<file path="config.mk">
export PLATFORM = sky130hd
export DESIGN_NAME = llt_ctrl
export DESIGN_NICKNAME = d
export VERILOG_FILES = /design/src/hdl/llt_pkg.sv /design/src/hdl/llt_ctrl.sv
export SDC_FILE = /design/constraint.sdc
export NUM_CORES = 1
export LEC_CHECK = 0
export ABC_CLOCK_PERIOD_IN_PS = 2050
export BUFFER_PORTS_ARGS = -buffer_cell sky130_fd_sc_hd__buf_4
export CORE_MARGIN = 2
export CORE_UTILIZATION = 35
export CTS_CLUSTER_SIZE = 8
export DETAILED_ROUTE_END_ITERATION = 10
export GPL_TIMING_DRIVEN = 0
export MAX_ROUTING_LAYER = met4
export PLACE_DENSITY = 0.72
export SKIP_LAST_GASP = 1
export SLEW_MARGIN = 20
export SYNTH_ARGS = -nofsm -noshare
export SYNTH_HDL_FRONTEND = slang
export SYNTH_SLANG_ARGS = --single-unit
</file>
<file path="constraint.sdc">
create_clock -name clk -period 2.05 [get_ports clk]
set_clock_uncertainty 0.2 [all_clocks]
set_input_delay 0.41 -clock clk [delete_from_list [all_inputs] [get_ports clk]]
set_output_delay 0.41 -clock clk [all_outputs]
set_load 0.05 [all_outputs]
</file>
<file path="src/hdl/llt_pkg.sv">
`default_nettype none
package llt_pkg;

	localparam int MAX_TERMS = 128;
	localparam int FRAC_BITS = 48;
	localparam int WORK_BITS = 60;
	localparam int RND_SHIFT = WORK_BITS - FRAC_BITS;

	localparam logic [63:0] ONE_Q60      = 64'h1000_0000_0000_0000;
	localparam logic [63:0] C_TWO_THIRDS = 64'h0AAA_AAAA_AAAA_AAAB;
	localparam logic [63:0] C_HALF_SQRT2 = 64'h0B50_4F33_3F9D_E648;
	localparam logic [63:0] LN2_Q60      = 64'h0B17_217F_7D1C_F79B;
	localparam logic [63:0] LN2_HALF_Q60 = 64'h058B_90BF_BE8E_7BCD;
	localparam logic [63:0] LN1P5_Q60    = 64'd467469442505642750;
	localparam logic [63:0] X_ONE        = 64'h3FF0_0000_0000_0000;
	localparam logic [10:0] EXP_BIAS     = 11'd1023;
	localparam logic [10:0] EXP_MAX      = 11'h7FF;
	localparam logic [7:0]  TERMS_CAP    = 8'(MAX_TERMS);

	localparam logic CFG_SERIES_TERMS   = 1'b0;
	localparam logic CFG_REDUCTION_MODE = 1'b1;

	localparam logic [1:0] OP_Y = 2'd0;
	localparam logic [1:0] OP_P = 2'd1;
	localparam logic [1:0] OP_B = 2'd2;

	typedef struct packed {
		logic       load_x;
		logic       special;
		logic       mul_start;
		logic [1:0] mul_op;
		logic       y_load;
		logic       p_load;
		logic       div_start;
		logic       div_step;
		logic       acc;
		logic       i_inc;
		logic       offs;
		logic       rnd;
		logic       fin;
		logic       out_load;
	} cmd_t;

	typedef struct packed {
		logic is_special;
		logic n_zero;
		logic mul_done;
		logic div_last;
		logic i_last;
	} sts_t;

endpackage
`default_nettype wire

</file>
<file path="src/hdl/llt_ctrl.sv">
`default_nettype none
module llt_ctrl import llt_pkg::*; (
	input  wire logic clk,
	input  wire logic arst_n,
	input  wire logic in_valid,
	output logic      in_ready,
	output logic      out_valid,
	input  wire logic out_ready,
	input  wire sts_t sts,
	output cmd_t      cmd
);

	localparam logic [3:0] S_IDLE = 4'd0;
	localparam logic [3:0] S_CHK  = 4'd1;
	localparam logic [3:0] S_YMUL = 4'd2;
	localparam logic [3:0] S_DST  = 4'd3;
	localparam logic [3:0] S_DIV  = 4'd4;
	localparam logic [3:0] S_ACC  = 4'd5;
	localparam logic [3:0] S_PMUL = 4'd6;
	localparam logic [3:0] S_OFF  = 4'd7;
	localparam logic [3:0] S_RND  = 4'd8;
	localparam logic [3:0] S_BMUL = 4'd9;
	localparam logic [3:0] S_DONE = 4'd10;

	logic [3:0] state_q, state_nx;
	logic       out_valid_q;

	assign in_ready  = (state_q == S_IDLE);
	assign out_valid = out_valid_q;

	always_comb begin
		cmd      = '0;
		cmd.mul_op = OP_Y;
		state_nx = state_q;
		unique case (state_q)
			S_IDLE: begin
				if (in_valid) begin
					cmd.load_x = 1'b1;
					state_nx   = S_CHK;
				end
			end
			S_CHK: begin
				if (sts.is_special) begin
					cmd.special = 1'b1;
					state_nx    = S_DONE;
				end else begin
					cmd.mul_start = 1'b1;
					cmd.mul_op    = OP_Y;
					state_nx      = S_YMUL;
				end
			end
			S_YMUL: begin
				if (sts.mul_done) begin
					cmd.y_load = 1'b1;
					state_nx   = sts.n_zero ? S_OFF : S_DST;
				end
			end
			S_DST: begin
				cmd.div_start = 1'b1;
				state_nx      = S_DIV;
			end
			S_DIV: begin
				cmd.div_step = 1'b1;
				if (sts.div_last)
					state_nx = S_ACC;
			end
			S_ACC: begin
				cmd.acc = 1'b1;
				if (sts.i_last) begin
					state_nx = S_OFF;
				end else begin
					cmd.i_inc     = 1'b1;
					cmd.mul_start = 1'b1;
					cmd.mul_op    = OP_P;
					state_nx      = S_PMUL;
				end
			end
			S_PMUL: begin
				cmd.mul_op = OP_P;
				if (sts.mul_done) begin
					cmd.p_load = 1'b1;
					state_nx   = S_DST;
				end
			end
			S_OFF: begin
				cmd.offs = 1'b1;
				state_nx = S_RND;
			end
			S_RND: begin
				cmd.rnd       = 1'b1;
				cmd.mul_start = 1'b1;
				cmd.mul_op    = OP_B;
				state_nx      = S_BMUL;
			end
			S_BMUL: begin
				cmd.mul_op = OP_B;
				if (sts.mul_done) begin
					cmd.fin  = 1'b1;
					state_nx = S_DONE;
				end
			end
			S_DONE: begin
				if (!out_valid_q || out_ready) begin
					cmd.out_load = 1'b1;
					state_nx     = S_IDLE;
				end
			end
			default: state_nx = S_IDLE;
		endcase
	end

	always_ff @(posedge clk or negedge arst_n) begin
		if (!arst_n) begin
			state_q     <= S_IDLE;
			out_valid_q <= 1'b0;
		end else begin
			state_q <= state_nx;
			if (cmd.out_load)
				out_valid_q <= 1'b1;
			else if (out_ready)
				out_valid_q <= 1'b0;
		end
	end

endmodule
`default_nettype wire

</file>
==> metrics.txt <==
Synth Area in XOR/XNOR=0%; H-tree depth=1; net count after synthesis=79; placed insts=110; Post-DP HPWL=1.11 mm; CTS tree=yes; internal power=0.721 mW; global-route wire length before repair=2.25 mm; Initial Utilization=37.3%; RR Endpoint=state_q[0]; CTS buffer count=3; Slew HR=82.1%; period utilization=101%; Warnings, synthesis=0; Sw Share=54.0%; Via density=5.47; Fin. Hold Viols=0; Final Slew Violations=0; Worst Setup SP=state_q[0]; core area=1300 um^2; PnR worst setup slack=-13.5 ps; max cap viols=0; largest family of logic cells by synthesized area=simple AND/OR/NAND/NOR gates; post-synthesis cell count=70; Die Width=41.2 um; final std cells w/o fill=119; Post-Syn Area=485 um^2; Final Wtd Congestion=0.848; final wirelength=1.73 mm; CP Class=flop to output port; Area Growth Syn to Fin=93.0%; worst r2r src=state_q[2]; compound-gate portion of the synthesized area=22.2%; vias=651; Longest Clk Path Bufs=2; Ports=26; Final setup viols=1; initial antenna violation count=0; DR WL/cell=14.5 um; Synth Area in Simple Gates=41.8%; Critical Path End=cmd[12]; largest net degree at the start of global routing=11; worst reg2reg path depth=4; TritonRoute pass-1 iters=4; Fillers=111; Yosys cell types=27; clock slew at reported path FFs=40 ps; post-synthesis mux area share=2.06%; Critical Path Sink Type=output port; full die area=1700 um^2; 1st-iter DRT viols=18; RSZ-0062 raised after global routing=true; site row count=13; Comb power frac=80.1%; CP max FO=10; Worst VDD drop=0.000827 V; sequential power share=12.6%; ANT nets after route=0; worst slew pin tran=266 ps; DRC=0; Die Span Y=41.2 um; fin crit period=2060 ps; clock share of power=7.3%; Root Buffer=clkbuf_4; n_diodes=0; CP Launch Type=flop; #FFs+latches synth=5; Syn Area/Cell=6.94 um^2; adder-cell area share of the yosys netlist=0%; arrival time at the worst endpoint=1450 ps; sequential element share of the synthesized area=25.8%; leakage=0.417 nW; clock latency on the worst-skew pair=240 ps; PwrDens=1670 nW/um^2; status=complete, but fails checks; vias in the first global route=536; worst reg-to-reg setup slack=340 ps; clk sinks=5; CP required=1440 ps; P_sw=0.847 mW; hold crit path type=input port to async pin; final net count=114; Max Freq=485 MHz; layout cells sized above 1=54.8%; total power=1.57 mW; failing checks=setup timing; GR Overflow Total=0; number of port buffers=25; GRT Total Usage=21.1%
[cell usage after synthesis]
library cell	number	share of area, %
and2_1	1	1.3
a22o_1	1	1.8
or3b_1	1	1.8
nand2b_1	7	9.0
mux2i_1	1	2.1
o21a_1	1	1.5
nor3_1	7	7.2
inv_1	3	2.3
a41oi_1	1	1.8
or3_1	1	1.3
nor3b_1	2	3.1
dfrtp_1	5	26
nor4_1	1	1.3
nand3b_1	1	1.5
nor2b_1	2	2.6
a21oi_1	1	1.0
a222oi_1	1	2.1
a21o_1	2	3.1
o21ai_0	7	7.2
buf_4	1	1.5
nand2_1	7	5.4
clkbuf_1	3	2.3
o31ai_1	1	1.5
buf_2	2	2.1
nand3_1	1	1.0
nor2_1	8	6.2
a32o_1	1	2.1
[worst min-delay path by stage]
stage / cells after the start / slack [ps] / to
after CTS: 2 / 300 / out_valid
after global placement: 1 / 10 / state_q[3]
after detailed placement: 1 / 10 / state_q[3]
after global routing: 2 / 300 / out_valid
after floorplan: 0 / -90 / out_valid
final: 2 / 290 / out_valid
[power groups by stage]
stage,Combinational (mW),Sequential [mW],Clock [mW]
2_1_floorplan,0.780,0.195,0
3_3_place_gp,1.01,0.186,0
3_5_place_dp,1.03,0.187,0
4_1_cts,1.13,0.198,0.117
5_1_grt,1.33,0.201,0.126
6_report,1.26,0.198,0.115
[per-stage QoR]
step	cell area, um^2	hold WS [ps]	setup TNS, ps	setup WS, ps	utilization (%)
global placement	767	11.7	-25.9	-25.9	58.9
detailed placement	767	12.7	-58.1	-42.3	58.9
global route	937	296	-88.7	-67.8	72.0
finish	937	292	-13.5	-13.5	72.0
floorplan	561	-85.6	-1180	-365	-
CTS	871	298	-42.1	-42.1	66.9
[worst max-delay path: stages (launching register included)]
cell and delay [ps]:
dfrtp_2 480, buf_8 170, nor3b_2 200, a41oi_1 80
nor2_2 120, buf_6 160
[cell usage in the layout (no fill, tap or decap), types with 3 or more instances in the layout]
master and count:
inv_1 3, nor3_2 3, buf_4 23, buf_8 3
nor2_1 4, clkbuf_4 3, nor2_2 4, nand2_1 6
o21ai_0 7, dfrtp_1 3, nand2b_1 5, buf_6 8
[registers in the layout, indices dropped and copies added, names as in the netlist]
signal,cells
state_q,4
out_valid,1
[area by class of cell]
type	count	area [um^2]	area share, %
Multi-Input combinational cell	56	422	45.0
Timing Repair Buffer	30	258	27.5
Sequential cell	5	128	13.6
Buffer	6	73.8	7.88
Clock buffer	4	26.3	2.80
Tap cell	15	18.8	2.00
Inverter	3	11.3	1.20
[per-layer routing]
metal / vias to the layer above / GRT usage [%] / wire length, um
met2: 32 / 35.2 / 915
met4: 0 / 7.26 / 0
li1: 313 / - / -
met1: 306 / 24.8 / 687
met5: - / - / 0
met3: 0 / 4.89 / 127
[logic make-up after synthesis]
| logic type | Yosys count |
|---|---|
| AOI/OAI and AO/OA | 16 |
| buffers and inverters | 9 |
| DFF | 5 |
| muxes | 1 |
| and+or+nand+nor | 39 |
[timing repair]
item	CTS	global route
buffers inserted	0	4
endpoints found under the setup margin	14	13
gates resized for setup	21	12
pin swaps	0	2
hold buffers	1	0
hold endpoints to repair	5	0
Note: power is estimated with default switching activity, not from simulation.
